### src/sv/cse_pkg.sv
// Shared types and constants for the CAN signal extractor.
`default_nettype none
package cse_pkg;

  localparam int unsigned CfgDataW = 9;
  localparam int unsigned CfgIdxW  = 3;

  localparam logic [CfgIdxW-1:0] REG_LOW_BIT    = 3'd0;
  localparam logic [CfgIdxW-1:0] REG_HIGH_BIT   = 3'd1;
  localparam logic [CfgIdxW-1:0] REG_BITS       = 3'd2;
  localparam logic [CfgIdxW-1:0] REG_INTEL      = 3'd3;
  localparam logic [CfgIdxW-1:0] REG_SIGNED     = 3'd4;
  localparam logic [CfgIdxW-1:0] REG_ROLLING    = 3'd5;
  localparam logic [CfgIdxW-1:0] REG_CHECK_ON   = 3'd6;
  localparam logic [CfgIdxW-1:0] REG_BAD_LIMIT  = 3'd7;

  typedef struct packed {
    logic [8:0] low_bit;
    logic [8:0] high_bit;
    logic [6:0] bits;
    logic       intel;
    logic       signed_sig;
    logic       rolling;
    logic       check_on;
    logic [7:0] bad_limit;
  } cfg_t;

  // Signal width clamped to 0..64.
  function automatic logic [6:0] eff_bits(input logic [6:0] bits);
    logic [6:0] r;
    r = (bits > 7'd64) ? 7'd64 : bits;
    return r;
  endfunction

endpackage
`default_nettype wire

### src/sv/cse_byte_take.sv
// Bits one payload byte contributes to the signal, from its place in the byte walk.
`default_nettype none
module cse_byte_take (
  input  wire cse_pkg::cfg_t cfg,
  input  wire logic [5:0]    pos,
  input  wire logic [7:0]    data,
  output logic [63:0]        contrib
);

  logic [5:0]         s_byte;
  logic [5:0]         l_byte;
  logic [2:0]         lo7;
  logic [2:0]         hi7;
  logic [6:0]         eff;
  logic [3:0]         piece_s;
  logic [2:0]         lo_p;
  logic [2:0]         hi_p;
  logic [3:0]         sz_p;
  logic               dir_ok;
  logic [5:0]         span;
  logic               between;
  logic signed [10:0] used;
  logic signed [10:0] rem;
  logic               reach;
  logic [6:0]         rem_u;
  logic [7:0]         bits_sel;
  logic [8:0]         mask9;
  logic [5:0]         up_sh;
  logic [2:0]         dn_sh;

  always_comb begin
    s_byte  = cfg.high_bit[8:3];
    l_byte  = cfg.low_bit[8:3];
    lo7     = cfg.low_bit[2:0];
    hi7     = cfg.high_bit[2:0];
    eff     = cse_pkg::eff_bits(cfg.bits);

    piece_s = (l_byte == s_byte && lo7 > hi7) ? 4'd0
            : 4'({1'b0, hi7} - ((l_byte == s_byte) ? {1'b0, lo7} : 4'd0) + 4'd1);

    lo_p    = (l_byte == pos) ? lo7 : 3'd0;
    hi_p    = (s_byte == pos) ? hi7 : 3'd7;
    sz_p    = (lo_p > hi_p) ? 4'd0 : 4'({1'b0, hi_p} - {1'b0, lo_p} + 4'd1);

    if (cfg.intel) begin
      dir_ok  = (pos <= s_byte);
      span    = s_byte - pos;
      between = (l_byte > pos) && (l_byte < s_byte);
    end else begin
      dir_ok  = (pos >= s_byte);
      span    = pos - s_byte;
      between = (l_byte > s_byte) && (l_byte < pos);
    end

    if (span == 6'd0) begin
      used = 11'sd0;
    end else begin
      used = $signed(11'(piece_s)) + $signed(11'({span - 6'd1, 3'b000}))
           - (between ? $signed(11'(lo7)) : 11'sd0);
    end
    rem   = $signed(11'(eff)) - used;
    reach = (eff != 7'd0) && dir_ok && (rem > 11'sd0) && (sz_p != 4'd0);
    rem_u = rem[6:0];

    mask9    = 9'((9'd1 << sz_p) - 9'd1);
    bits_sel = (data >> lo_p) & mask9[7:0];
    up_sh    = 6'(rem_u - 7'(sz_p));
    dn_sh    = 3'(7'(sz_p) - rem_u);

    if (!reach) begin
      contrib = 64'd0;
    end else if (rem_u >= 7'(sz_p)) begin
      contrib = {56'd0, bits_sel} << up_sh;
    end else begin
      contrib = {56'd0, bits_sel >> dn_sh};
    end
  end

endmodule
`default_nettype wire

### src/sv/can_signal_extractor.sv
// Top level of the CAN signal extractor: byte intake, frame collection and counter check.
// One payload byte is taken per clock, except that a frame's last byte waits while the
// previous result is still held. Bytes pass an input register, then a collect stage that
// merges each byte's bits into the signal, then a check stage that does sign extension
// and the rolling counter check into the result register. Frames longer than MAX_FRAME_BYTES
// produce no result and leave the counter state as is. Configuration is written through
// cfg_write/cfg_index/cfg_data only while idle by the user; the block itself does not enforce this.
`default_nettype none
module can_signal_extractor #(
  parameter int unsigned MAX_FRAME_BYTES = 64
) (
  input  wire logic                         clk,
  input  wire logic                         rst,
  input  wire logic                         cfg_write,
  input  wire logic [cse_pkg::CfgIdxW-1:0]  cfg_index,
  input  wire logic [cse_pkg::CfgDataW-1:0] cfg_data,
  input  wire logic                         in_valid,
  output logic                              in_ready,
  input  wire logic [7:0]                   payload_byte,
  input  wire logic                         frame_end,
  output logic                              out_valid,
  input  wire logic                         out_ready,
  output logic signed [63:0]                signal_value,
  output logic                              frame_accepted,
  output logic                              sequence_error,
  output logic [7:0]                        bad_count
);

  localparam int unsigned PosW = $clog2(MAX_FRAME_BYTES + 1);

  cse_pkg::cfg_t cfg;

  logic            in_full;
  logic [7:0]      in_byte;
  logic            in_end;

  logic [PosW-1:0] pos;
  logic [63:0]     acc;
  logic            overlong;

  logic            fin_valid;
  logic [63:0]     fin_value;
  logic [PosW-1:0] fin_pos;

  logic [7:0]      prev;
  logic [7:0]      tally;

  logic            out_free;
  logic            fin_move;
  logic            fin_free;
  logic            in_go;
  logic            over_now;
  logic [63:0]     contrib;
  logic [63:0]     acc_next;
  logic [PosW-1:0] pos_next;

  logic [6:0]      size;
  logic [63:0]     low_mask;
  logic [63:0]     v0;
  logic [63:0]     v;
  logic            ext;
  logic            check;
  logic            mismatch;
  logic [7:0]      tally_up;
  logic [7:0]      tally_next;
  logic            accept_next;

  cse_byte_take u_take (
    .cfg     (cfg),
    .pos     (6'(pos)),
    .data    (in_byte),
    .contrib (contrib)
  );

  always_comb begin
    out_free = !out_valid || out_ready;
    fin_move = fin_valid && out_free;
    fin_free = !fin_valid || fin_move;
    in_go    = in_full && (!in_end || fin_free);
    in_ready = !in_full || in_go;

    over_now = overlong || (pos >= PosW'(MAX_FRAME_BYTES));
    acc_next = over_now ? acc : (acc | contrib);
    pos_next = over_now ? pos : PosW'(pos + PosW'(1));
  end

  always_comb begin
    size     = cse_pkg::eff_bits(cfg.bits);
    low_mask = (size >= 7'd64) ? {64{1'b1}} : ((64'd1 << size) - 64'd1);
    v0       = fin_value;
    if (cfg.intel && (10'(fin_pos) <= 10'(cfg.high_bit[8:3]))) begin
      v0 = 64'd0;
    end
    if (size == 7'd0) begin
      v0 = 64'd0;
    end
    ext = cfg.signed_sig && (size >= 7'd1) && (size < 7'd64) && v0[6'(size - 7'd1)];
    v   = ext ? (v0 | ~low_mask) : v0;

    check       = cfg.check_on && cfg.rolling;
    mismatch    = ((64'(prev) + 64'd1) & low_mask) != v;
    tally_up    = (tally == 8'hFF) ? tally : tally + 8'd1;
    tally_next  = tally;
    accept_next = 1'b1;
    if (check) begin
      if (mismatch) begin
        tally_next  = tally_up;
        accept_next = !(tally_up >= cfg.bad_limit);
      end else if (tally != 8'd0) begin
        tally_next = tally - 8'd1;
      end
    end
  end

  always_ff @(posedge clk) begin
    if (rst) begin
      cfg.low_bit    <= 9'd0;
      cfg.high_bit   <= 9'd7;
      cfg.bits       <= 7'd8;
      cfg.intel      <= 1'b1;
      cfg.signed_sig <= 1'b0;
      cfg.rolling    <= 1'b0;
      cfg.check_on   <= 1'b1;
      cfg.bad_limit  <= 8'd5;
    end else if (cfg_write) begin
      case (cfg_index)
        cse_pkg::REG_LOW_BIT:   cfg.low_bit    <= cfg_data[8:0];
        cse_pkg::REG_HIGH_BIT:  cfg.high_bit   <= cfg_data[8:0];
        cse_pkg::REG_BITS:      cfg.bits       <= cfg_data[6:0];
        cse_pkg::REG_INTEL:     cfg.intel      <= cfg_data[0];
        cse_pkg::REG_SIGNED:    cfg.signed_sig <= cfg_data[0];
        cse_pkg::REG_ROLLING:   cfg.rolling    <= cfg_data[0];
        cse_pkg::REG_CHECK_ON:  cfg.check_on   <= cfg_data[0];
        cse_pkg::REG_BAD_LIMIT: cfg.bad_limit  <= cfg_data[7:0];
        default: ;
      endcase
    end
  end

  // input register
  always_ff @(posedge clk) begin
    if (rst) begin
      in_full <= 1'b0;
    end else if (in_ready) begin
      in_full <= in_valid;
    end
    if (in_ready && in_valid) begin
      in_byte <= payload_byte;
      in_end  <= frame_end;
    end
  end

  // collect stage
  always_ff @(posedge clk) begin
    if (rst) begin
      pos       <= '0;
      acc       <= 64'd0;
      overlong  <= 1'b0;
      fin_valid <= 1'b0;
    end else begin
      if (fin_move) begin
        fin_valid <= 1'b0;
      end
      if (in_go) begin
        if (in_end) begin
          pos      <= '0;
          acc      <= 64'd0;
          overlong <= 1'b0;
          if (!over_now) begin
            fin_valid <= 1'b1;
            fin_value <= acc_next;
            fin_pos   <= pos_next;
          end
        end else begin
          pos      <= pos_next;
          acc      <= acc_next;
          overlong <= over_now;
        end
      end
    end
  end

  // check stage and result register
  always_ff @(posedge clk) begin
    if (rst) begin
      out_valid <= 1'b0;
      prev      <= 8'd0;
      tally     <= 8'd0;
    end else begin
      if (out_ready) begin
        out_valid <= 1'b0;
      end
      if (fin_move) begin
        out_valid      <= 1'b1;
        signal_value   <= $signed(v);
        frame_accepted <= accept_next;
        sequence_error <= check && mismatch;
        bad_count      <= tally_next;
        tally          <= tally_next;
        if (check) begin
          prev <= v[7:0];
        end
      end
    end
  end

endmodule
`default_nettype wire

### config.mk
export PLATFORM = sky130hd
export DESIGN_NAME = can_signal_extractor
export DESIGN_NICKNAME = d
export VERILOG_FILES = /design/src/sv/cse_pkg.sv /design/src/sv/cse_byte_take.sv /design/src/sv/can_signal_extractor.sv
export SDC_FILE = /design/constraint.sdc
export NUM_CORES = 1
export LEC_CHECK = 0
export BUFFER_PORTS_ARGS = -buffer_cell sky130_fd_sc_hd__buf_4
export CAP_MARGIN = 10
export CORE_MARGIN = 4
export CORE_UTILIZATION = 24
export DETAILED_ROUTE_END_ITERATION = 12
export GPL_TIMING_DRIVEN = 0
export SLEW_MARGIN = 25
export SYNTH_ARGS = -nofsm -noshare
export SYNTH_HDL_FRONTEND = slang
export SYNTH_HIERARCHICAL = 1
export SYNTH_SLANG_ARGS = --single-unit
### constraint.sdc
create_clock -name clk -period 10.8 [get_ports clk]
set_input_delay 0.54 -clock clk [delete_from_list [all_inputs] [get_ports clk]]
set_output_delay 0.54 -clock clk [all_outputs]
set_load 0.05 [all_outputs]
==> results of run 1 <==
-- metal layers --
metal	up-vias	track usage [%]	part of all wire [%]
li1	8730	-	-
met1	8759	21.24	43
met2	803	25.17	45
met3	193	2.186	7.2
met4	2	7.069	4.9
met5	-	0	0.0098
-- worst paths after layout --
path,start,to,slack (ns),depth (start not counted)
setup / recovery,pos[3]$_SDFFE_PP0P_,fin_value[2]$_DFFE_PP_,3.15,27
hold / removal,payload_byte[0],in_byte[0]$_DFFE_PP_,0.13,1
setup reg to reg,pos[3]$_SDFFE_PP0P_,fin_value[2]$_DFFE_PP_,3.15,27
hold reg to reg,cfg[3]$_SDFFE_PP0P_,cfg[3]$_SDFFE_PP0P_,0.45,2
-- metrics by stage --
step,TNS (ns),cell area (sq um),hold slack [ns],worst slack [ns]
global route,0,23030,0.1148,2.477
detailed placement,0,22000,0.4491,3.264
finish,0,23030,0.1345,3.154
global placement,-63.56,21850,0.4456,-0.8936
floorplan,0,19780,0.4363,2.128
CTS,0,23030,0.1001,3.227
-- registers in the layout, indices dropped and copies added, names as in the netlist, 7 cells and up --
signal	count
acc	64
fin_value	64
signal_value	64
cfg	37
bad_count	8
in_byte	8
prev	8
tally	8
fin_pos	7
pos	7
-- cells by family (layout without fill, tap and decap cells) --
logic type / count (synthesis) / in the layout / share of synthesized area, %
compound gates: 593 / 593 / 20.52
xor+xnor: 81 / 81 / 3.625
fa+ha+maj: 97 / 97 / 6.440
buf+inv: 233 / 406 / 4.959
flops: 282 / 282 / 36.34
mux: 83 / 83 / 5.213
other cells: 0 / 1 / 0
simple gates: 890 / 890 / 22.91
-- critical path, delay by kind of cell, from the launching register on --
| family | cells | cell delay, ns |
|---|---|---|
| compound gates | 6 | 2.07 |
| xor+xnor | 3 | 0.63 |
| fa+ha+maj | 6 | 1.87 |
| buf+inv | 5 | 0.81 |
| flops | 1 | 0.49 |
| simple gates | 7 | 1.65 |
-- power breakdown --
group | switching (W) | internal, W
Clock | 0.000448 | 0.000642
Combinational | 0.00112 | 0.000500
Sequential | 0.0000206 | 0.00116
-- final cells by class --
cell class              instances  area [sq um]
clock buffers                  34         787.0
clock inverters                21         242.7
fillers                      8700         58820
plain buffers                 152         676.9
flip-flops and latches        282          7187
inverters                      81         304.0
diodes                          1         2.502
repair buffers                118         865.8
well taps                    1070          1339
multi-input cells            1744         11630
-- placed cells by master, fill, tap and decap left out, types with 13 or more instances in the layout --
cell type	instances
sky130_fd_sc_hd__clkbuf_16	31
sky130_fd_sc_hd__buf_4	113
sky130_fd_sc_hd__o211ai_1	13
sky130_fd_sc_hd__or3_1	17
sky130_fd_sc_hd__nor2b_1	40
sky130_fd_sc_hd__edfxtp_1	154
sky130_fd_sc_hd__nand2b_1	33
sky130_fd_sc_hd__mux2i_1	55
sky130_fd_sc_hd__buf_2	35
sky130_fd_sc_hd__dfxtp_1	128
sky130_fd_sc_hd__a22o_1	24
sky130_fd_sc_hd__nand4_1	36
sky130_fd_sc_hd__nor4_1	48
sky130_fd_sc_hd__nand3_1	57
sky130_fd_sc_hd__a31oi_1	76
sky130_fd_sc_hd__mux4_2	14
sky130_fd_sc_hd__a21oi_1	99
sky130_fd_sc_hd__and2_1	20
sky130_fd_sc_hd__nand2_1	234
sky130_fd_sc_hd__o21ai_0	109
sky130_fd_sc_hd__ha_1	89
sky130_fd_sc_hd__nor2_1	226
sky130_fd_sc_hd__inv_1	79
sky130_fd_sc_hd__a211oi_1	25
sky130_fd_sc_hd__a22oi_1	18
sky130_fd_sc_hd__xor2_1	32
sky130_fd_sc_hd__and3_1	22
sky130_fd_sc_hd__a21o_1	78
sky130_fd_sc_hd__xnor2_1	48
sky130_fd_sc_hd__clkbuf_1	105
sky130_fd_sc_hd__nor3_1	64
==> qor.json, run 1 <==
{
  "placement": {
    "port-buffer-count": 98,
    "place_congestion": 1.008,
    "dp_cells": 3447,
    "place_hpwl_mm": 55.59
  },
  "global_routing": {
    "grt_remaining_overflow": 0,
    "first_global_vias": 17470,
    "antenna_violations_before_repair": 1,
    "grt_start_max_net_pins": 17,
    "grt_pass1_wl_mm": 107.6,
    "grt.total_usage_pct": 15.75
  },
  "setup_path": {
    "worst_path_largest_cell_delay_ns": 0.75,
    "setup.worst_path.end_class": "flop",
    "critical_path.max_fanout": 10,
    "critPathRequiredTime_ns": 11.24,
    "timing.critical_path.from_type": "flop",
    "critPathMostFrequentCell": "sky130_fd_sc_hd__ha_1",
    "ws_path_type": "reg2reg",
    "cp.arrival_ns": 8.09,
    "critical_path.slowest_cell": "sky130_fd_sc_hd__a2111oi_1"
  },
  "cells_and_area": {
    "nets": 2532,
    "final_layout_size_suffix_gt1_share_pct": 11.47,
    "utilization_of_the_core_after_routing_pct": 28.14,
    "layout-area-overhead-vs-synth_pct": 16.45,
    "instances_no_fill": 3503
  },
  "drt": {
    "detailroute.via_count": 18490,
    "drt-wirelength-per-cell_um": 20.34,
    "drt_iter0_drc": 1941,
    "wirelength_mm": 71.23,
    "drc": 0,
    "antenna_violating_nets_post_route": 0,
    "drtPass1Iterations": 8,
    "vias_per_cell": 5.277
  },
  "logic_synthesis": {
    "synth-edff-count": 154,
    "synth_seq_area_share_pct": 36.34,
    "yosys_register_bits": 282,
    "syn_area_per_cell_sq_um": 8.756,
    "ys_async_sr_fraction_pct": 0,
    "synth_area_leaders": "sky130_fd_sc_hd__edfxtp_1, sky130_fd_sc_hd__dfxtp_1, sky130_fd_sc_hd__ha_1, sky130_fd_sc_hd__nand2_1, sky130_fd_sc_hd__nor2_1",
    "yosysWarningCount": 6,
    "yosys-top-cells-count": "sky130_fd_sc_hd__nand2_1, sky130_fd_sc_hd__nor2_1, sky130_fd_sc_hd__edfxtp_1, sky130_fd_sc_hd__dfxtp_1, sky130_fd_sc_hd__o21ai_0",
    "post_synth_inst_count": 2259,
    "synth_top_area_share_pct": 23.38,
    "yosysTopAreaCell": "sky130_fd_sc_hd__edfxtp_1",
    "synth.distinct_cells": 103,
    "synth.net_count": 2382,
    "library_cell_with_the_highest_instance_count_after_synthesis": "sky130_fd_sc_hd__nand2_1",
    "ys_dominant_reg_cell": "sky130_fd_sc_hd__edfxtp_1",
    "post_synth_instance_area_sq_um": 19780
  },
  "clock_tree": {
    "cts.repair.resized": 0,
    "ctsRootBufferMaster": "sky130_fd_sc_hd__clkbuf_16",
    "cts_buffers": 30,
    "ctsLongestPathBuffers": 3,
    "post_cts.repair.setup_buffers": 0,
    "cts_tree": "built",
    "insertion_delay_ns": 0.58,
    "cts.sinks": 282,
    "clkSlewWorstSetupHoldPaths_ns": 0.07,
    "clock_tree.htree_level_count": 1,
    "count_of_hold_fix_buffers_inserted_at_cts": 0
  },
  "sta": {
    "pin_slew_with_the_least_headroom_to_its_limit_ns": 1.013,
    "finalSetupViolCount": 0,
    "finalClockSkew_ns": 0.02651,
    "period_share_pct": 70.80,
    "report.final.hold_viol_count": 0,
    "max_freq_ghz": 0.1308,
    "maxSlewViolCount": 0,
    "rsz0062_at_grt": "false",
    "slew-limit-headroom_pct": 32.25,
    "finalWorstPathRequiredPeriod_ns": 7.646
  },
  "outcome": {
    "run_status": "finished, final reports clean"
  },
  "floorplan": {
    "die_width_um": 295.1,
    "floorplan.rows": 105,
    "die_h_um": 295.1,
    "top_level_ports": 102,
    "core-area_sq_um": 81850,
    "initial_utilization_pct": 24.17,
    "area_enclosed_by_the_die_boundary_sq_um": 87070
  },
  "pwr": {
    "irDropWorstVdd_mv": 0.1281,
    "static-leakage-power_nw": 8.773,
    "power.total_w": 0.003893,
    "p_per_area_nw_per_um2": 169.0
  },
  "hold_path": {
    "hold_path.class": "in2reg"
  },
  "run": {
    "cap_violations": 0
  }
}
(Power assumes the default switching activity.)
==> inputs of run 2 (changes only) <==
Settings changed: ABC_AREA set to 1.
Clock period 10.8 ns to 6.2 ns, I/O delays scaled along.
==> qor.json, run 2 <==
{
  "sta": {
    "slew-limit-headroom": {"value": 50.39, "unit": "%", "change": "was 32.25%"},
    "maxSlewViolCount": {"value": 0, "change": "unchanged"},
    "pin_slew_with_the_least_headroom_to_its_limit": {"value": 0.7442, "unit": "ns", "change": "was 1.013 ns"},
    "period_share": {"value": 94.94, "unit": "%", "change": "was 70.80%"},
    "finalSetupTns": {"value": 0, "unit": "ns", "change": "unchanged"},
    "worst_hold_slack": {"value": 0.04057, "unit": "ns", "change": "was 0.1345 ns"},
    "finalClockSkew": {"value": 0.03575, "unit": "ns", "change": "was 0.02651 ns"},
    "report.final.hold_viol_count": {"value": 0, "change": "unchanged"},
    "finalWorstPathRequiredPeriod": {"value": 5.886, "unit": "ns", "change": "was 7.646 ns"},
    "max_freq": {"value": 0.1699, "unit": "GHz", "change": "was 0.1308 GHz"},
    "finalSetupViolCount": {"value": 0, "change": "unchanged"}
  },
  "hold_path": {
    "hold_path.class": {"value": "in2reg", "change": "unchanged"}
  },
  "logic_synthesis": {
    "yosysTopAreaCell": {"value": "sky130_fd_sc_hd__edfxtp_1", "change": "unchanged"},
    "yosys-top-cells-count": {"value": "sky130_fd_sc_hd__nand2_1, sky130_fd_sc_hd__nand3_1, sky130_fd_sc_hd__inv_1, sky130_fd_sc_hd__nor2_1, sky130_fd_sc_hd__a21oi_1", "change": "was sky130_fd_sc_hd__nand2_1, sky130_fd_sc_hd__nor2_1, sky130_fd_sc_hd__edfxtp_1, sky130_fd_sc_hd__dfxtp_1, sky130_fd_sc_hd__o21ai_0"},
    "yosys_register_bits": {"value": 282, "change": "unchanged"},
    "ys_dominant_reg_cell": {"value": "sky130_fd_sc_hd__edfxtp_1", "change": "unchanged"},
    "synth_mux_area_share": {"value": 0, "unit": "%", "change": "was 5.213%"},
    "synth_seq_area_share": {"value": 35.33, "unit": "%", "change": "was 36.34%"},
    "post_synth_fa_ha_maj_area_fraction": {"value": 6.262, "unit": "%", "change": "was 6.440%"},
    "library_cell_with_the_highest_instance_count_after_synthesis": {"value": "sky130_fd_sc_hd__nand2_1", "change": "unchanged"},
    "post_synth_instance_area": {"value": 20340, "unit": "sq um", "change": "was 19780 sq um"},
    "synth_top_area_share": {"value": 22.73, "unit": "%", "change": "was 23.38%"},
    "post_synth_inst_count": {"value": 2907, "change": "was 2259"},
    "synth_top_family_by_area": {"value": "simple AND/OR/NAND/NOR gates", "change": "unchanged"},
    "xor_xnor_share_of_the_synthesized_area": {"value": 2.448, "unit": "%", "change": "was 3.625%"},
    "ys_async_sr_fraction": {"value": 0, "unit": "%", "change": "unchanged"},
    "synth.distinct_cells": {"value": 56, "change": "was 103"},
    "synth-edff-count": {"value": 154, "change": "unchanged"},
    "yosysWarningCount": {"value": 6, "change": "unchanged"},
    "synth_compound_gate_area_share": {"value": 8.858, "unit": "%", "change": "was 20.51%"},
    "post_synth_and_or_nand_nor_area_fraction": {"value": 37.15, "unit": "%", "change": "was 22.91%"},
    "synth.net_count": {"value": 3030, "change": "was 2382"},
    "syn_area_per_cell": {"value": 6.997, "unit": "sq um", "change": "was 8.756 sq um"},
    "synth_area_leaders": {"value": "sky130_fd_sc_hd__edfxtp_1, sky130_fd_sc_hd__dfxtp_1, sky130_fd_sc_hd__nand2_1, sky130_fd_sc_hd__nand3_1, sky130_fd_sc_hd__inv_1", "change": "was sky130_fd_sc_hd__edfxtp_1, sky130_fd_sc_hd__dfxtp_1, sky130_fd_sc_hd__ha_1, sky130_fd_sc_hd__nand2_1, sky130_fd_sc_hd__nor2_1"}
  },
  "global_routing": {
    "first_global_vias": {"value": 19050, "change": "was 17470"},
    "grt_remaining_overflow": {"value": 0, "change": "unchanged"},
    "grt.total_usage": {"value": 15.89, "unit": "%", "change": "was 15.75%"},
    "grt_start_max_net_pins": {"value": 26, "change": "was 17"},
    "antenna_violations_before_repair": {"value": 0, "change": "was 1"},
    "grt_pass1_wl": {"value": 112.3, "unit": "mm", "change": "was 107.6 mm"}
  },
  "placement": {
    "place_congestion": {"value": 0.9587, "change": "was 1.008"},
    "place_area": {"value": 22680, "unit": "sq um", "change": "was 22000 sq um"},
    "port-buffer-count": {"value": 101, "change": "was 98"},
    "dp_cells": {"value": 4148, "change": "was 3447"},
    "place_hpwl": {"value": 59.16, "unit": "mm", "change": "was 55.59 mm"}
  },
  "setup_path": {
    "worst_path_largest_cell_delay": {"value": 0.43, "unit": "ns", "change": "was 0.75 ns"},
    "ws_path_type": {"value": "reg2reg", "change": "unchanged"},
    "critPathRequiredTime": {"value": 6.65, "unit": "ns", "change": "was 11.24 ns"},
    "critical_path.max_fanout": {"value": 6, "change": "was 10"},
    "setup.worst_path.end_class": {"value": "flop", "change": "unchanged"},
    "critical_path.slowest_cell": {"value": "sky130_fd_sc_hd__fa_1", "change": "was sky130_fd_sc_hd__a2111oi_1"},
    "timing.critical_path.from_type": {"value": "flop", "change": "unchanged"},
    "critPathMostFrequentCell": {"value": "sky130_fd_sc_hd__nand2_1", "change": "was sky130_fd_sc_hd__ha_1"},
    "cp.arrival": {"value": 6.34, "unit": "ns", "change": "was 8.09 ns"}
  },
  "pwr": {
    "p_per_area": {"value": 392.1, "unit": "nW/um^2", "change": "was 169.0 nW/um^2"},
    "intPower": {"value": 0.005195, "unit": "W", "change": "was 0.002307 W"},
    "power.switching_fraction": {"value": 46.53, "unit": "%", "change": "was 40.73%"},
    "power.total": {"value": 0.009716, "unit": "W", "change": "was 0.003893 W"},
    "pwr-share-clk": {"value": 21.0, "unit": "%", "change": "was 28.0%"},
    "irDropWorstVdd": {"value": 0.4492, "unit": "mV", "change": "was 0.1281 mV"},
    "comb_power_share": {"value": 57.4, "unit": "%", "change": "was 41.6%"},
    "total_switching_power": {"value": 0.004520, "unit": "W", "change": "was 0.001585 W"},
    "static-leakage-power": {"value": 10.73, "unit": "nW", "change": "was 8.773 nW"},
    "seq_power_share": {"value": 21.6, "unit": "%", "change": "was 30.4%"}
  },
  "drt": {
    "detailroute.via_count": {"value": 20240, "change": "was 18490"},
    "drtPass1Iterations": {"value": 6, "change": "was 8"},
    "drc": {"value": 0, "change": "unchanged"},
    "vias_per_cell": {"value": 4.773, "change": "was 5.277"},
    "wirelength": {"value": 73.24, "unit": "mm", "change": "was 71.23 mm"},
    "drt_iter0_drc": {"value": 1972, "change": "was 1941"},
    "antenna_violating_nets_post_route": {"value": 0, "change": "unchanged"},
    "drt-wirelength-per-cell": {"value": 17.27, "unit": "um", "change": "was 20.34 um"}
  },
  "clock_tree": {
    "cts_buffers": {"value": 34, "change": "was 30"},
    "clock_tree.htree_level_count": {"value": 2, "change": "was 1"},
    "cts.sinks": {"value": 282, "change": "unchanged"},
    "clkSlewWorstSetupHoldPaths": {"value": 0.06, "unit": "ns", "change": "was 0.07 ns"},
    "insertion_delay": {"value": 0.55, "unit": "ns", "change": "was 0.58 ns"},
    "ctsRootBufferMaster": {"value": "sky130_fd_sc_hd__clkbuf_16", "change": "unchanged"},
    "ctsLongestPathBuffers": {"value": 3, "change": "unchanged"},
    "cts_tree": {"value": "built", "change": "unchanged"}
  },
  "run": {
    "cap_violations": {"value": 0, "change": "unchanged"}
  },
  "floorplan": {
    "floorplan.rows": {"value": 106, "change": "was 105"},
    "die_h": {"value": 299.1, "unit": "um", "change": "was 295.1 um"},
    "top_level_ports": {"value": 102, "change": "unchanged"},
    "initial_utilization": {"value": 24.27, "unit": "%", "change": "was 24.17%"},
    "core-area": {"value": 83820, "unit": "sq um", "change": "was 81850 sq um"},
    "area_enclosed_by_the_die_boundary": {"value": 89480, "unit": "sq um", "change": "was 87070 sq um"},
    "die_width": {"value": 299.1, "unit": "um", "change": "was 295.1 um"}
  },
  "outcome": {
    "run_status": {"value": "finished, final reports clean", "change": "unchanged"}
  },
  "cells_and_area": {
    "layout_commonest_cell": {"value": "sky130_fd_sc_hd__nand2_1", "change": "unchanged"},
    "instances_no_fill": {"value": 4241, "change": "was 3503"},
    "final_design_area_no_fill": {"value": 24780, "unit": "sq um", "change": "was 23030 sq um"},
    "n_antenna_cell": {"value": 0, "change": "was 1"},
    "layout-area-overhead-vs-synth": {"value": 21.83, "unit": "%", "change": "was 16.45%"},
    "final_layout_size_suffix_gt1_share": {"value": 14.71, "unit": "%", "change": "was 11.47%"},
    "nets": {"value": 3204, "change": "was 2532"},
    "final_cell_mix": {"value": "sky130_fd_sc_hd__nand2_1, sky130_fd_sc_hd__nand3_1, sky130_fd_sc_hd__inv_1", "change": "was sky130_fd_sc_hd__nand2_1, sky130_fd_sc_hd__nor2_1, sky130_fd_sc_hd__edfxtp_1"},
    "largest_registers_ranked_by_flip_flop_count": {"value": "acc (64), fin_value (64), signal_value (64)", "change": "unchanged"}
  }
}
[run 2: cell types whose count changed after synthesis, moves of 33 or more]
cell	delta
sky130_fd_sc_hd__a31oi_1	-71
sky130_fd_sc_hd__nand3_1	+333
sky130_fd_sc_hd__inv_1	+273
sky130_fd_sc_hd__a21oi_1	+66
sky130_fd_sc_hd__mux2i_1	-55
sky130_fd_sc_hd__a21o_1	-75
sky130_fd_sc_hd__nand2_1	+415
sky130_fd_sc_hd__nor2b_1	-40
sky130_fd_sc_hd__nor2_1	+88
sky130_fd_sc_hd__nand2b_1	-33
sky130_fd_sc_hd__nand4_1	+111
sky130_fd_sc_hd__nor3_1	-37
sky130_fd_sc_hd__nor4_1	-45
[run 2: cell type report]
cell class	count	area [sq um]
Tap cell	1134	1419
Buffer	124	664.4
Multi-Input combinational cell	2121	11680
Fill cell	9183	59040
Inverter	376	1420
Sequential cell	282	7192
Clock buffer	43	925.9
Clock inverter	19	216.5
Timing Repair Buffer	142	1266
[run 2: cell families (layout without fill, tap and decap cells)]
logic type	count (synthesis)	after routing
adder cells (fa/ha/maj)	97	97
AO/OA/AOI/OAI	337	337
AND/OR/NAND/NOR	1631	1631
XOR/XNOR	56	56
flip-flops	282	282
buffers and inverters	504	704
[run 2: metal layers]
| metal | track usage (%) | vias to the layer above | wire length, um |
|---|---|---|---|
| met2 | 26.90 | 664 | 34210 |
| li1 | - | 10030 | - |
| met4 | 5.554 | 0 | 3026 |
| met5 | 0 | - | 0 |
| met1 | 20.80 | 9397 | 31810 |
| met3 | 2.137 | 152 | 4195 |
[run 2: path summary, 6_finish.rpt]
path / start / end / slack [ns] / cells after the start
min reg2reg: acc[41]$_SDFFE_PP0P_ / acc[41]$_SDFFE_PP0P_ / 0.45 / 2
max: cfg[26]$_SDFFE_PP0P_ / acc[34]$_SDFFE_PP0P_ / 0.31 / 36
max reg2reg: cfg[26]$_SDFFE_PP0P_ / acc[34]$_SDFFE_PP0P_ / 0.31 / 36
min: cfg_data[7] / cfg[35]$_SDFFE_PP0P_ / 0.04 / 3
[run 2: metrics by stage]
stage	worst slack [ns]	util (%)
floorplan	0.2548	-
global placement	-0.8572	26.86
detailed placement	-0.9006	27.05
CTS	0.01641	28.99
global route	-0.01247	29.56
finish	0.3136	29.56
[run 2: critical path, delay by kind of cell (launching register included)]
family / cells / cell delay [ns]
simple gates: 13 / 1.46
flops: 1 / 0.34
compound gates: 3 / 0.47
fa+ha+maj: 8 / 2.27
buf+inv: 10 / 0.79
xor+xnor: 2 / 0.43
[run 2: what timing repair did]
action                                  CTS  global route
setup buffers                            10            12
gates cloned                              1             2
gates resized for setup                  76           101
pin swaps                                11            22
hold buffers                             10             0
endpoints found under the setup margin  146           146
endpoints found under the hold margin    10             0
[run 2: power by group through the flow]
stage / logic [W] / clock network [W] / registers (W)
3_3_place_gp: 0.00413 / 0 / 0.00214
2_1_floorplan: 0.00300 / 0 / 0.00215
6_report: 0.00557 / 0.00204 / 0.00210
5_1_grt: 0.00604 / 0.00217 / 0.00211
3_5_place_dp: 0.00412 / 0 / 0.00214
4_1_cts: 0.00491 / 0.00210 / 0.00210
==> inputs of run 3 (changes only) <==
Settings changed: GPL_TIMING_DRIVEN 0 to not set, RECOVER_POWER set to 25, TNS_END_PERCENT set to 5.
==> qor.json, run 3 (synthesis gave the netlist of run 2 again) <==
{
  "drt": {
    "vias_per_cell": {"value": 4.763, "change": "was 4.773"},
    "wirelength": {"value": 67.61, "unit": "mm", "change": "was 73.24 mm"},
    "drtPass1Iterations": {"value": 6, "change": "unchanged"},
    "detailroute.via_count": {"value": 19780, "change": "was 20240"},
    "drt_iter0_drc": {"value": 1932, "change": "was 1972"},
    "antenna_violating_nets_post_route": {"value": 0, "change": "unchanged"},
    "drt-wirelength-per-cell": {"value": 16.28, "unit": "um", "change": "was 17.27 um"},
    "drc": {"value": 0, "change": "unchanged"}
  },
  "setup_path": {
    "flop_to_flop_setup_slack": {"value": 0.33, "unit": "ns", "change": "was 0.31 ns"},
    "ws_path_type": {"value": "reg2reg", "change": "unchanged"},
    "worst_r2r_path_depth": {"value": 35, "change": "was 36"},
    "worst_path_largest_cell_delay": {"value": 0.53, "unit": "ns", "change": "was 0.43 ns"},
    "setup.worst_path.end_class": {"value": "flop", "change": "unchanged"},
    "timing.critical_path.from": {"value": "cfg[27]$_SDFFE_PP0P_", "change": "was cfg[26]$_SDFFE_PP0P_"},
    "timing.critical_path.from_type": {"value": "flop", "change": "unchanged"},
    "cp-endpoint": {"value": "acc[17]$_SDFFE_PP0P_", "change": "was acc[34]$_SDFFE_PP0P_"},
    "critPathMostFrequentCell": {"value": "sky130_fd_sc_hd__inv_1", "change": "was sky130_fd_sc_hd__nand2_1"},
    "critPathRequiredTime": {"value": 6.69, "unit": "ns", "change": "was 6.65 ns"},
    "r2r-start": {"value": "cfg[27]$_SDFFE_PP0P_", "change": "was cfg[26]$_SDFFE_PP0P_"},
    "regToRegEndpoint": {"value": "acc[17]$_SDFFE_PP0P_", "change": "was acc[34]$_SDFFE_PP0P_"},
    "cp.arrival": {"value": 6.35, "unit": "ns", "change": "was 6.34 ns"},
    "critical_path.slowest_cell": {"value": "sky130_fd_sc_hd__fa_1", "change": "unchanged"},
    "critical_path.max_fanout": {"value": 5, "change": "was 6"}
  },
  "clock_tree": {
    "cts_tree": {"value": "built", "change": "unchanged"},
    "clkSlewWorstSetupHoldPaths": {"value": 0.06, "unit": "ns", "change": "about the same"},
    "clock_tree.htree_level_count": {"value": 2, "change": "unchanged"},
    "ctsRootBufferMaster": {"value": "sky130_fd_sc_hd__clkbuf_16", "change": "unchanged"},
    "insertion_delay": {"value": 0.56, "unit": "ns", "change": "was 0.55 ns"},
    "cts.sinks": {"value": 282, "change": "unchanged"},
    "cts_buffers": {"value": 34, "change": "unchanged"},
    "ctsLongestPathBuffers": {"value": 3, "change": "unchanged"}
  },
  "floorplan": {
    "area_enclosed_by_the_die_boundary": {"value": 89480, "unit": "sq um", "change": "unchanged"},
    "floorplan.rows": {"value": 106, "change": "unchanged"},
    "initial_utilization": {"value": 24.27, "unit": "%", "change": "unchanged"},
    "die_h": {"value": 299.1, "unit": "um", "change": "unchanged"},
    "die_width": {"value": 299.1, "unit": "um", "change": "unchanged"},
    "core-area": {"value": 83820, "unit": "sq um", "change": "unchanged"},
    "top_level_ports": {"value": 102, "change": "unchanged"}
  },
  "pwr": {
    "pwr-share-clk": {"value": 22.5, "unit": "%", "change": "was 21.0%"},
    "seq_power_share": {"value": 22.9, "unit": "%", "change": "was 21.6%"},
    "intPower": {"value": 0.004993, "unit": "W", "change": "was 0.005195 W"},
    "p_per_area": {"value": 381.5, "unit": "nW/um^2", "change": "was 392.1 nW/um^2"},
    "total_switching_power": {"value": 0.004186, "unit": "W", "change": "was 0.004520 W"},
    "static-leakage-power": {"value": 10.53, "unit": "nW", "change": "was 10.73 nW"},
    "irDropWorstVdd": {"value": 0.4743, "unit": "mV", "change": "was 0.4492 mV"},
    "comb_power_share": {"value": 54.6, "unit": "%", "change": "was 57.4%"},
    "power.switching_fraction": {"value": 45.60, "unit": "%", "change": "was 46.53%"}
  },
  "hold_path": {
    "hold_path.class": {"value": "in2reg", "change": "unchanged"}
  },
  "sta": {
    "rsz0062_at_grt": "true",
    "finalSetupViolCount": {"value": 0, "change": "unchanged"},
    "slew-limit-headroom": {"value": 34.46, "unit": "%", "change": "was 50.39%"},
    "maxSlewViolCount": {"value": 0, "change": "unchanged"},
    "finalWorstPathRequiredPeriod": {"value": 5.866, "unit": "ns", "change": "was 5.886 ns"},
    "pin_slew_with_the_least_headroom_to_its_limit": {"value": 0.9831, "unit": "ns", "change": "was 0.7442 ns"},
    "finalClockSkew": {"value": 0.02955, "unit": "ns", "change": "was 0.03575 ns"},
    "max_freq": {"value": 0.1705, "unit": "GHz", "change": "was 0.1699 GHz"},
    "report.final.hold_viol_count": {"value": 0, "change": "unchanged"},
    "period_share": {"value": 94.61, "unit": "%", "change": "was 94.94%"}
  },
  "placement": {
    "place_area": {"value": 22440, "unit": "sq um", "change": "was 22680 sq um"},
    "place_congestion": {"value": 0.9282, "change": "was 0.9587"},
    "dp_cells": {"value": 4064, "change": "was 4148"},
    "place_hpwl": {"value": 51.41, "unit": "mm", "change": "was 59.16 mm"},
    "port-buffer-count": {"value": 101, "change": "unchanged"}
  },
  "cells_and_area": {
    "n_fill_cell": {"value": 9249, "change": "was 9183"},
    "layout.area.seq": {"value": 7188, "unit": "sq um", "change": "was 7192 sq um"},
    "n_antenna_cell": {"value": 0, "change": "unchanged"},
    "layout-area-overhead-vs-synth": {"value": 18.29, "unit": "%", "change": "was 21.83%"},
    "instances_no_fill": {"value": 4152, "change": "was 4241"},
    "nets": {"value": 3115, "change": "was 3204"},
    "layout_commonest_cell": {"value": "sky130_fd_sc_hd__nand2_1", "change": "unchanged"},
    "final_cell_mix": {"value": "sky130_fd_sc_hd__nand2_1, sky130_fd_sc_hd__nand3_1, sky130_fd_sc_hd__inv_1", "change": "unchanged"},
    "largest_registers_ranked_by_flip_flop_count": {"value": "acc (64), fin_value (64), signal_value (64)", "change": "unchanged"},
    "multiInputGateArea": {"value": 11420, "unit": "sq um", "change": "was 11680 sq um"},
    "final_design_area_no_fill": {"value": 24060, "unit": "sq um", "change": "was 24780 sq um"},
    "final_layout_size_suffix_gt1_share": {"value": 12.89, "unit": "%", "change": "was 14.71%"}
  },
  "global_routing": {
    "first_global_vias": {"value": 18000, "change": "was 19050"},
    "grt_pass1_wl": {"value": 104.5, "unit": "mm", "change": "was 112.3 mm"},
    "grt.total_usage": {"value": 14.58, "unit": "%", "change": "was 15.89%"},
    "antenna_violations_before_repair": {"value": 0, "change": "unchanged"},
    "grt_remaining_overflow": {"value": 0, "change": "unchanged"},
    "grt_start_max_net_pins": {"value": 97, "change": "was 26"}
  },
  "run": {
    "cap_violations": {"value": 0, "change": "unchanged"}
  },
  "outcome": {
    "run_status": {"value": "finished, final reports clean", "change": "unchanged"}
  }
}
-- run 3: cell types whose count changed in the layout (fill, tap and decap cells not counted), moves of 14 or more --
cell                       delta
sky130_fd_sc_hd__buf_2       -19
sky130_fd_sc_hd__buf_1       -14
sky130_fd_sc_hd__buf_4       +18
sky130_fd_sc_hd__clkbuf_1    -55
sky130_fd_sc_hd__nor2_2      -16
sky130_fd_sc_hd__nor2_1      +24
-- run 3: layer usage --
| layer | global-route usage (%) | share of wire, % | up-vias |
|---|---|---|---|
| met5 | 0 | 0 | - |
| met2 | 24.11 | 46 | 634 |
| met1 | 19.45 | 45 | 9180 |
| met4 | 4.903 | 3.5 | 0 |
| li1 | - | - | 9828 |
| met3 | 2.209 | 5.6 | 133 |
-- run 3: power groups by stage --
| stage | registers, W | logic, W | clock network (W) |
|---|---|---|---|
| 5_1_grt | 0.00210 | 0.00551 | 0.00220 |
| 3_3_place_gp | 0.00214 | 0.00444 | 0 |
| 6_report | 0.00210 | 0.00501 | 0.00207 |
| 4_1_cts | 0.00210 | 0.00446 | 0.00213 |
| 2_1_floorplan | 0.00215 | 0.00300 | 0 |
| 3_5_place_dp | 0.00214 | 0.00443 | 0 |
-- run 3: worst max-delay path: cells and delay by family, from the launching register on --
| kind | cells | cell delay [ns] |
|---|---|---|
| buf+inv | 11 | 0.88 |
| xor+xnor | 2 | 0.36 |
| flops | 1 | 0.34 |
| simple gates | 10 | 0.99 |
| compound gates | 4 | 0.83 |
| fa+ha+maj | 8 | 2.39 |
-- run 3: what timing repair did --
| item | 4_1_cts | 5_1_grt |
|---|---|---|
| resized for setup | 2 | 58 |
| hold endpoints to repair | 10 | 0 |
| setup endpoints to repair | 23 | 128 |
| buffers inserted | 0 | 13 |
| hold buffers | 10 | 0 |
| pin swaps | 0 | 16 |
| cloned | 0 | 3 |
-- run 3: worst min-delay path by stage --
stage	startpoint	end	slack (ns)	cells after the start
2_1_floorplan	payload_byte[0]	in_byte[0]$_DFFE_PP_	0.41	0
3_3_place_gp	acc[7]$_SDFFE_PP0P_	acc[7]$_SDFFE_PP0P_	0.44	2
3_5_place_dp	acc[7]$_SDFFE_PP0P_	acc[7]$_SDFFE_PP0P_	0.45	2
4_1_cts	cfg_data[7]	cfg[35]$_SDFFE_PP0P_	0.01	3
5_1_grt	in_valid	in_full$_SDFFE_PP0N_	0.05	3
6_report	cfg_data[7]	cfg[35]$_SDFFE_PP0P_	0.04	3
-- run 3: area by class of cell --
type                            count  share of cell area (%)
Sequential cell                   282                   29.87
Timing Repair Buffer              177                   6.162
Multi-Input combinational cell   2121                   47.45
Clock inverter                     16                  0.8268
Tap cell                         1134                   5.897
Inverter                          376                   5.897
Clock buffer                       46                   3.890
-- run 3: through the flow --
stage / setup WS [ns] / TNS, ns / utilization [%] / total power [W] / hold slack [ns]
4_1_cts: -0.03434 / -0.03661 / 28.25 / 0.008694 / 0.01168
2_1_floorplan: 0.2548 / 0 / - / 0.005146 / 0.4089
5_1_grt: -0.04419 / -0.3355 / 28.71 / 0.009810 / 0.04821
3_3_place_gp: 0.01132 / 0 / 26.77 / 0.006584 / 0.4419
3_5_place_dp: -0.04457 / -0.5866 / 26.77 / 0.006571 / 0.4467
6_report: 0.3343 / 0 / 28.71 / 0.009179 / 0.03589
